`src/sv/ppc_pkg.sv`:
```
`timescale 1ns / 1ps
// Package for the premultiplied pixel compositor.
// Holds the operator codes and the operator type; depends on nothing.
package ppc_pkg;

   typedef logic [1:0] op_type;

   localparam op_type OP_CLEAR  = 2'd0;
   localparam op_type OP_SOURCE = 2'd1;
   localparam op_type OP_OVER   = 2'd2;
   localparam op_type OP_IN_REV = 2'd3;

   localparam int NUM_CH = 4;

endpackage

```
`src/sv/premultiplied_pixel_compositor_top.sv`:
```
`timescale 1ns / 1ps
// Premultiplied ARGB Porter-Duff compositor, five-stage pipeline.
// Depends on ppc_pkg for the operator codes.

// The block takes one pixel request per clock while req_ready is high. A
// request passes through two normalized multiplies, each a
// multiply stage followed by a stage that divides by the full-scale value,
// and then a last stage that applies the operator and drives the
// result port from its own register. Every stage holds
// its own valid bit and advances whenever the stage after it is empty or
// moving, so bubbles close up and a stalled result does not block requests
// while the pipeline still has room. No state survives between requests.
module premultiplied_pixel_compositor_top #(
   parameter int CHANNEL_BITS = 8
) (
   input  logic                    clock,
   input  logic                    reset,
   input  logic                    req_valid,
   output logic                    req_ready,
   input  ppc_pkg::op_type         req_op,
   input  logic [CHANNEL_BITS-1:0] req_src_alpha,
   input  logic [CHANNEL_BITS-1:0] req_src_red,
   input  logic [CHANNEL_BITS-1:0] req_src_green,
   input  logic [CHANNEL_BITS-1:0] req_src_blue,
   input  logic [CHANNEL_BITS-1:0] req_mask_alpha,
   input  logic [CHANNEL_BITS-1:0] req_dst_alpha,
   input  logic [CHANNEL_BITS-1:0] req_dst_red,
   input  logic [CHANNEL_BITS-1:0] req_dst_green,
   input  logic [CHANNEL_BITS-1:0] req_dst_blue,
   output logic                    rsp_valid,
   input  logic                    rsp_ready,
   output logic [CHANNEL_BITS-1:0] rsp_out_alpha,
   output logic [CHANNEL_BITS-1:0] rsp_out_red,
   output logic [CHANNEL_BITS-1:0] rsp_out_green,
   output logic [CHANNEL_BITS-1:0] rsp_out_blue
);
   import ppc_pkg::*;

   localparam int CB = CHANNEL_BITS;
   localparam int PW = 2 * CB;
   localparam logic [CB-1:0] FULL = '1;
   // (M - 1) / 2 with M = 2^CB - 1; adding it before the divide gives
   // round-to-nearest with halves up, since M is odd.
   localparam logic [PW-1:0] RND = {{(CB + 1){1'b0}}, {(CB - 1){1'b1}}};
   localparam logic [CB:0] FULL_X1 = {1'b0, FULL};
   localparam logic [CB:0] FULL_X2 = {FULL, 1'b0};

   // Divide by 2^CB - 1 for a product below 2^(2*CB): estimate from the high
   // half, then correct with the remainder, which stays below twice M plus one.
   function automatic logic [CB-1:0] div_full(input logic [PW-1:0] t);
      logic [CB:0] q0;
      logic [CB:0] r0;
      logic [CB:0] q;
      q0 = {1'b0, t[PW-1:CB]};
      r0 = {1'b0, t[CB-1:0]} + q0;
      q  = q0 + {{CB{1'b0}}, (r0 >= FULL_X1)} + {{CB{1'b0}}, (r0 >= FULL_X2)};
      return q[CB-1:0];
   endfunction

   // Channel order in every array: alpha, red, green, blue.
   logic [CB-1:0] req_src [NUM_CH];
   logic [CB-1:0] req_dst [NUM_CH];

   logic adv1, adv2, adv3, adv4, adv5;

   logic          v1_ff, v1_in;
   op_type        op1_ff;
   logic [PW-1:0] t1_ff  [NUM_CH];
   logic [PW-1:0] t1_in  [NUM_CH];
   logic [CB-1:0] d1_ff  [NUM_CH];

   logic          v2_ff, v2_in;
   op_type        op2_ff;
   logic [CB-1:0] s2_ff  [NUM_CH];
   logic [CB-1:0] s2_in  [NUM_CH];
   logic [CB-1:0] d2_ff  [NUM_CH];

   logic          v3_ff, v3_in;
   op_type        op3_ff;
   logic [CB-1:0] s3_ff  [NUM_CH];
   logic [PW-1:0] t3_ff  [NUM_CH];
   logic [PW-1:0] t3_in  [NUM_CH];
   logic [CB-1:0] y3;

   logic          v4_ff, v4_in;
   op_type        op4_ff;
   logic [CB-1:0] s4_ff  [NUM_CH];
   logic [CB-1:0] q4_ff  [NUM_CH];
   logic [CB-1:0] q4_in  [NUM_CH];

   logic          v5_ff, v5_in;
   logic [CB-1:0] r5_ff  [NUM_CH];
   logic [CB-1:0] r5_in  [NUM_CH];
   logic [CB:0]   sum5   [NUM_CH];

   assign req_src[0] = req_src_alpha;
   assign req_src[1] = req_src_red;
   assign req_src[2] = req_src_green;
   assign req_src[3] = req_src_blue;
   assign req_dst[0] = req_dst_alpha;
   assign req_dst[1] = req_dst_red;
   assign req_dst[2] = req_dst_green;
   assign req_dst[3] = req_dst_blue;

   // A stage may load when it is empty or its content moves on.
   assign adv5 = !v5_ff || rsp_ready;
   assign adv4 = !v4_ff || adv5;
   assign adv3 = !v3_ff || adv4;
   assign adv2 = !v2_ff || adv3;
   assign adv1 = !v1_ff || adv2;
   assign req_ready = adv1;

   assign v1_in = req_valid;
   assign v2_in = v1_ff;
   assign v3_in = v2_ff;
   assign v4_in = v3_ff;
   assign v5_in = v4_ff;

   // Over scales the destination by the inverse source alpha, in_reverse by
   // the source alpha itself.
   assign y3 = (op2_ff == OP_OVER) ? (FULL - s2_ff[0]) : s2_ff[0];

   always_comb begin
      for (int c = 0; c < NUM_CH; c++) begin
         t1_in[c] = PW'(req_src[c] * req_mask_alpha) + RND;
         s2_in[c] = div_full(t1_ff[c]);
         t3_in[c] = PW'(d2_ff[c] * y3) + RND;
         q4_in[c] = div_full(t3_ff[c]);
         sum5[c]  = {1'b0, s4_ff[c]} + {1'b0, q4_ff[c]};
         case (op4_ff)
            OP_CLEAR:  r5_in[c] = '0;
            OP_SOURCE: r5_in[c] = s4_ff[c];
            OP_OVER:   r5_in[c] = sum5[c][CB] ? FULL : sum5[c][CB-1:0];
            OP_IN_REV: r5_in[c] = q4_ff[c];
            default:   r5_in[c] = '0;
         endcase
      end
   end

   always_ff @(posedge clock) begin
      if (reset) begin
         v1_ff <= 1'b0;
         v2_ff <= 1'b0;
         v3_ff <= 1'b0;
         v4_ff <= 1'b0;
         v5_ff <= 1'b0;
      end else begin
         if (adv1) v1_ff <= v1_in;
         if (adv2) v2_ff <= v2_in;
         if (adv3) v3_ff <= v3_in;
         if (adv4) v4_ff <= v4_in;
         if (adv5) v5_ff <= v5_in;
      end
   end

   always_ff @(posedge clock) begin
      if (adv1) begin
         op1_ff <= req_op;
         t1_ff  <= t1_in;
         d1_ff  <= req_dst;
      end
      if (adv2) begin
         op2_ff <= op1_ff;
         s2_ff  <= s2_in;
         d2_ff  <= d1_ff;
      end
      if (adv3) begin
         op3_ff <= op2_ff;
         s3_ff  <= s2_ff;
         t3_ff  <= t3_in;
      end
      if (adv4) begin
         op4_ff <= op3_ff;
         s4_ff  <= s3_ff;
         q4_ff  <= q4_in;
      end
      if (adv5) begin
         r5_ff  <= r5_in;
      end
   end

   assign rsp_valid     = v5_ff;
   assign rsp_out_alpha = r5_ff[0];
   assign rsp_out_red   = r5_ff[1];
   assign rsp_out_green = r5_ff[2];
   assign rsp_out_blue  = r5_ff[3];

   // A full pipeline facing a stalled output must refuse new requests.
   a_full_stall_blocks: assert property (@(posedge clock) disable iff (reset)
      (v1_ff && v2_ff && v3_ff && v4_ff && v5_ff && !rsp_ready) |-> !req_ready)
      else $error("request accepted into a full, stalled pipeline");

   // An empty first stage always has room.
   a_empty_accepts: assert property (@(posedge clock) disable iff (reset)
      !v1_ff |-> req_ready)
      else $error("empty pipeline refused a request");

   // A held middle stage keeps its request and its operator code.
   a_stage3_holds: assert property (@(posedge clock) disable iff (reset)
      (v3_ff && !adv4) |=> (v3_ff && $stable(op3_ff)))
      else $error("stalled stage three lost its request");

   // Clear produces an all-zero pixel.
   a_clear_zero: assert property (@(posedge clock) disable iff (reset)
      (v4_ff && adv5 && op4_ff == OP_CLEAR) |=>
      (rsp_out_alpha == '0 && rsp_out_red == '0 &&
       rsp_out_green == '0 && rsp_out_blue == '0))
      else $error("clear request produced a nonzero pixel");

endmodule

```
`config.mk`:
```
export PLATFORM = sky130hd
export DESIGN_NAME = premultiplied_pixel_compositor_top
export DESIGN_NICKNAME = d
export VERILOG_FILES = /design/src/sv/ppc_pkg.sv /design/src/sv/premultiplied_pixel_compositor_top.sv
export SDC_FILE = /design/constraint.sdc
export NUM_CORES = 2
export LEC_CHECK = 0
export ABC_AREA = 1
export CAP_MARGIN = 20
export CORE_MARGIN = 10
export CORE_UTILIZATION = 56
export DETAILED_ROUTE_END_ITERATION = 10
export DONT_BUFFER_PORTS = 1
export PLACE_DENSITY_LB_ADDON = 0.08
export SYNTH_ARGS = -nofsm -noshare
export SYNTH_HDL_FRONTEND = slang
export SYNTH_SLANG_ARGS = --single-unit
```
`constraint.sdc`:
```
create_clock -name clock -period 6.2 [get_ports clock]
set_input_delay 0.31 -clock clock [delete_from_list [all_inputs] [get_ports clock]]
set_output_delay 0.31 -clock clock [all_outputs]
set_load 0.02 [all_outputs]
```
Word level (Yosys, flattened, before mapping)
Cells that the tools add are included.

Register bits after elaboration: 365. Bits of input ports: 78. Output and inout port bits: 34. Logic and storage cells: 130.

Add/sub/neg operators: 37. Multipliers: 8. Order comparisons: 16. Equality and inequality tests: 4. Mux-type cells: 9. Reduce and logical (&&, ||, !) cells: 11.

Operator list (number): $add A16 B7 Y16 const B (8); $add A8 B1 Y8 (16); $mul A8 B8 Y16 (8); $pmux W8 S4 (4); $add A8 B8 Y9 (12); $ge A9 B8 Y1 const B (8); $ge A9 B9 Y1 const B (8); $mux W8 (5); $sub A8 B8 Y8 const A (1); $eq A2 B2 Y1 const B (3); $logic_not A1 Y1 (5); $logic_or A1 B1 Y1 (5); $eq A2 B1 Y1 const B (1); $logic_not A2 Y1 (1).

Depth between registers and ports, before layout
Depth in word-level cells: 6. Gate-level depth with buffers: 24. Depth with buffers taken out: 22.

Worst setup path before layout
OpenSTA, ideal clock, no wires.

Path kind: flip-flop to flip-flop. Start point: register v5_ff, in the netlist rsp_valid. End point: register d1_ff[0] (netlist name) (enable). Setup time: 957 ps. Arrival time: 5287 ps. Data required time: 5243 ps. Setup slack: -44 ps. Cell stages (with the launch flop): 8. Path buffers: 0. Period minus slack after synthesis: 6244 ps. Cells stage by stage: dfxtp_1 -> inv_1 -> nor2_1 -> inv_1 -> nor2_1 -> nand2_1 -> nor2_2 -> nand2_1.

Cells in the longest elaborated chain, start to end: 6.

Ends and longest elaborated chain: start, declared (line premultiplied_pixel_compositor_top.sv:91) `logic v5_ff, v5_in;`; start signal, assigned (line premultiplied_pixel_compositor_top.sv:152) `if (adv5) v5_ff <= v5_in;`; $logic_not A1 Y1 (line premultiplied_pixel_compositor_top.sv:106) `assign adv5 = !v5_ff || rsp_ready;`; $logic_or A1 B1 Y1 (line premultiplied_pixel_compositor_top.sv:106); named net adv5 (line premultiplied_pixel_compositor_top.sv:64) `logic adv1, adv2, adv3, adv4, adv5;`; $logic_or A1 B1 Y1 (line premultiplied_pixel_compositor_top.sv:107) `assign adv4 = !v4_ff || adv5;`; $logic_or A1 B1 Y1 (line premultiplied_pixel_compositor_top.sv:108) `assign adv3 = !v3_ff || adv4;`; named net adv3 (line premultiplied_pixel_compositor_top.sv:64); $logic_or A1 B1 Y1 (line premultiplied_pixel_compositor_top.sv:109) `assign adv2 = !v2_ff || adv3;`; $logic_or A1 B1 Y1 (line premultiplied_pixel_compositor_top.sv:110) `assign adv1 = !v1_ff || adv2;`; named net req_ready (line premultiplied_pixel_compositor_top.sv:19) `output logic req_ready,`; end signal, assigned (line premultiplied_pixel_compositor_top.sv:160) `d1_ff <= req_dst;`; end, declared (line premultiplied_pixel_compositor_top.sv:70) `logic [CB-1:0] d1_ff [NUM_CH];`.

The timed path passes the listed nets, and every way through them passes these cells. A chain may end at the register's enable or synchronous reset.

==> impl_metrics.csv <==
group,metric,value,unit
sta,clock.fmax,0.190,GHz
drt,first_iter_violations,1590,
drt,drtPass1Iterations,5,
die,start_util,56.3,%
sta,fin_crit,5.25,ns
synth,synth_enable_flop_cells,360,
cts,cts_setup_buffers,0,
synth,postSynthAreaPerCell,8.79,um2
worst_setup_path,endpoint_kind,"flip-flop",
synth,syn-num-nets,4924,
die,placeableCoreArea,0.0642,mm2
worst_setup_path,worstPathRequired,6.51,ns
cts,cts_inserted_buffers,41,
worst_setup_path,path_max_fanout,19,
worst_hold_path,hold_class,"in -> reg",
die,num_rows,93,
cts,hold_buffers,44,
synth,synthTopCellsByArea,"edfxtp_1, fa_1, ha_1",
die,dieArea,0.0752,mm2
sta,slew_viol_final,0,
cts,cts_root_buf,"clkbuf_16",
place,place_hpwl,61400,um
drt,avgRoutedWirePerCell,15.3,um
die,die_x,274,um
synth,synth.most_common_cell,"inv_1",
cts,clkSlewWorstSetupHoldPaths,0.06,ns
cts,cts_resized,0,
synth,synth_cell_types,43,
final_layout,nNetsFinal,4938,
drt,vias,25600,
drt,post-route-drc-count,0,
global_routing,grt_pass1_vias,25300,
synth,synth_top_area_share,29.9,%
worst_setup_path,path_class,"reg -> reg",
synth,synth_seq_area_share,30.2,%
synth,async_reset_ff_share,0,%
final_layout,area_delta_synth_final,7.03,%
sta,rsz0062_at_grt,"false",
synth,synth.largest_area_cell,"edfxtp_1",
final_layout,drive_gt1_share,3.20,%
place,io_buffer_count,0,
sta,hold_viol_final,0,
cts,cts.path.max_buffers,3,
synth,synthTopCellsByCount,"inv_1, nand2_1, ha_1",
synth,synthCells,4114,
sta,worst_pin_slew,0.923,ns
cts,worstSkewPairLatency,0.57,ns
sta,setup_viol,0,
cts,htreeDepth,2,
die,dieHeight,274,um
cts,cts_tree,"done",
die,pin_count,112,
run,drv_cap,0,
sta,setup_tns,0,ns
synth,synth_area,0.0362,mm2
drt,viasPerCell,5.09,
cts,clock-sinks,365,
place,gp_congestion,0.890,
outcome,status,"complete, no violations",
final_layout,design_area,0.0387,mm2
global_routing,grt_pass1_wl,128000,um
place,place_area,0.0369,mm2
sta,finalClockSkew,0.0132,ns
synth,ys_seq_elements,365,
sta,fin_crit_sh,84.7,%
global_routing,grt-ovfl-total,0,
global_routing,antenna_found_initial,12,
sta,max_slew_margin,38.5,%
drt,wl,76700,um
worst_setup_path,worstSetupStartpointType,"flip-flop",
final_layout,final_core_util,60.3,%
global_routing,globalRouteTotalUtil,20.8,%
worst_setup_path,cp.arrival,5.57,ns
synth,yosysWarningCount,0,
drt,ant_nets,0,
global_routing,grt_max_degree,67,
synth,ys.flop_type,"edfxtp_1",
==> flip-flops by register name, indices dropped and copies added, names as in the netlist, 2 cells and up <==
| register | count |
|---|---|
| d1_ff | 32 |
| d2_ff | 32 |
| op1_ff | 2 |
| op2_ff | 2 |
| op3_ff | 2 |
| op4_ff | 2 |
| q4_ff | 32 |
| rsp_out_alpha | 8 |
| rsp_out_blue | 8 |
| rsp_out_green | 8 |
| rsp_out_red | 8 |
| s2_ff | 32 |
| s3_ff | 32 |
| s4_ff | 32 |
| t1_ff | 64 |
| t3_ff | 64 |
==> worst paths after layout <==
path	startpoint	endpoint	slack, ns	cells past startpoint
min reg2reg	s3_ff[13]	s4_ff[13]	0.42	0
max reg2reg	op2_ff[0]	t3_ff[14]	0.95	18
min	req_mask_alpha[0]	t1_ff[1]	0.1	3
max	op2_ff[0]	t3_ff[14]	0.95	18
==> cells in the final DEF, fill, tap and decap left out, types with 4 or more instances in the layout <==
cell type	count
a21o_1	15
a21oi_1	152
a21oi_2	4
a22o_1	7
a31oi_1	11
buf_4	8
bufinv_16	4
clkbuf_16	43
clkinv_1	5
clkinv_2	10
clkinvlp_4	5
dfxtp_1	5
diode_2	6
dlygate4sd3_1	44
edfxtp_1	360
fa_1	356
ha_1	376
inv_1	944
inv_2	11
inv_6	4
nand2_1	929
nand2_2	12
nand2_4	8
nand3_1	213
nand3_2	6
nand3b_1	14
nand4_1	32
nor2_1	280
nor3_1	29
o21a_1	9
o21ai_0	39
o21ai_1	10
o21bai_1	14
or2_2	7
xnor2_1	58
xor2_1	109
==> routing by layer <==
metal,global-route usage (%),routed length (um)
met2,34.2,35500
met5,0,80
met1,28.1,35100
met3,4.25,4650
met4,4.34,1350
==> per-stage QoR <==
stage | worst slack [ns] | hold WS (ns) | std cells
2_1_floorplan | 0.891 | 0.379 | 4114
3_3_place_gp | 1.09 | 0.381 | 4895
3_5_place_dp | 0.990 | 0.381 | 4895
4_1_cts | 0.980 | 0.0567 | 5014
5_1_grt | 0.638 | 0.113 | 5020
6_report | 0.946 | 0.0969 | 5021
==> critical path, stage by stage, from the launching register on <==
cell and delay (ns):
edfxtp_1 0.42, nor2_4 0.28, or2_2 0.18, nand2_2 0.24, inv_2 0.38, nand2_1 0.13
fa_1 0.50, fa_1 0.54, inv_1 0.07, fa_1 0.53, inv_1 0.05, fa_1 0.53
inv_1 0.04, ha_1 0.35, a21oi_1 0.26, o21ai_0 0.16, nand2_1 0.09, nand3_1 0.09
xor2_1 0.16
==> logic make-up after synthesis <==
group / after synthesis / synth area share [%]
AO/OA/AOI/OAI: 275 / 4.39
XOR/XNOR: 167 / 4.04
adder cells (fa/ha/maj): 732 / 32.7
buffers and inverters: 1037 / 11.1
flip-flops: 365 / 30.2
AND/OR/NAND/NOR: 1538 / 17.6
==> layout make-up <==
type / instances / area, um2
timing repair buffer: 53 / 528
antenna: 6 / 15.0
inverter: 955 / 3580
clock buffer: 46 / 1090
tap: 855 / 1070
sequential: 365 / 10900
fill: 5692 / 25500
multi-input combinational: 2712 / 21300
clock inverter: 29 / 270
Power is not shown: default switching activity piles up to over one toggle a cycle in this logic, so the estimate is an artifact.
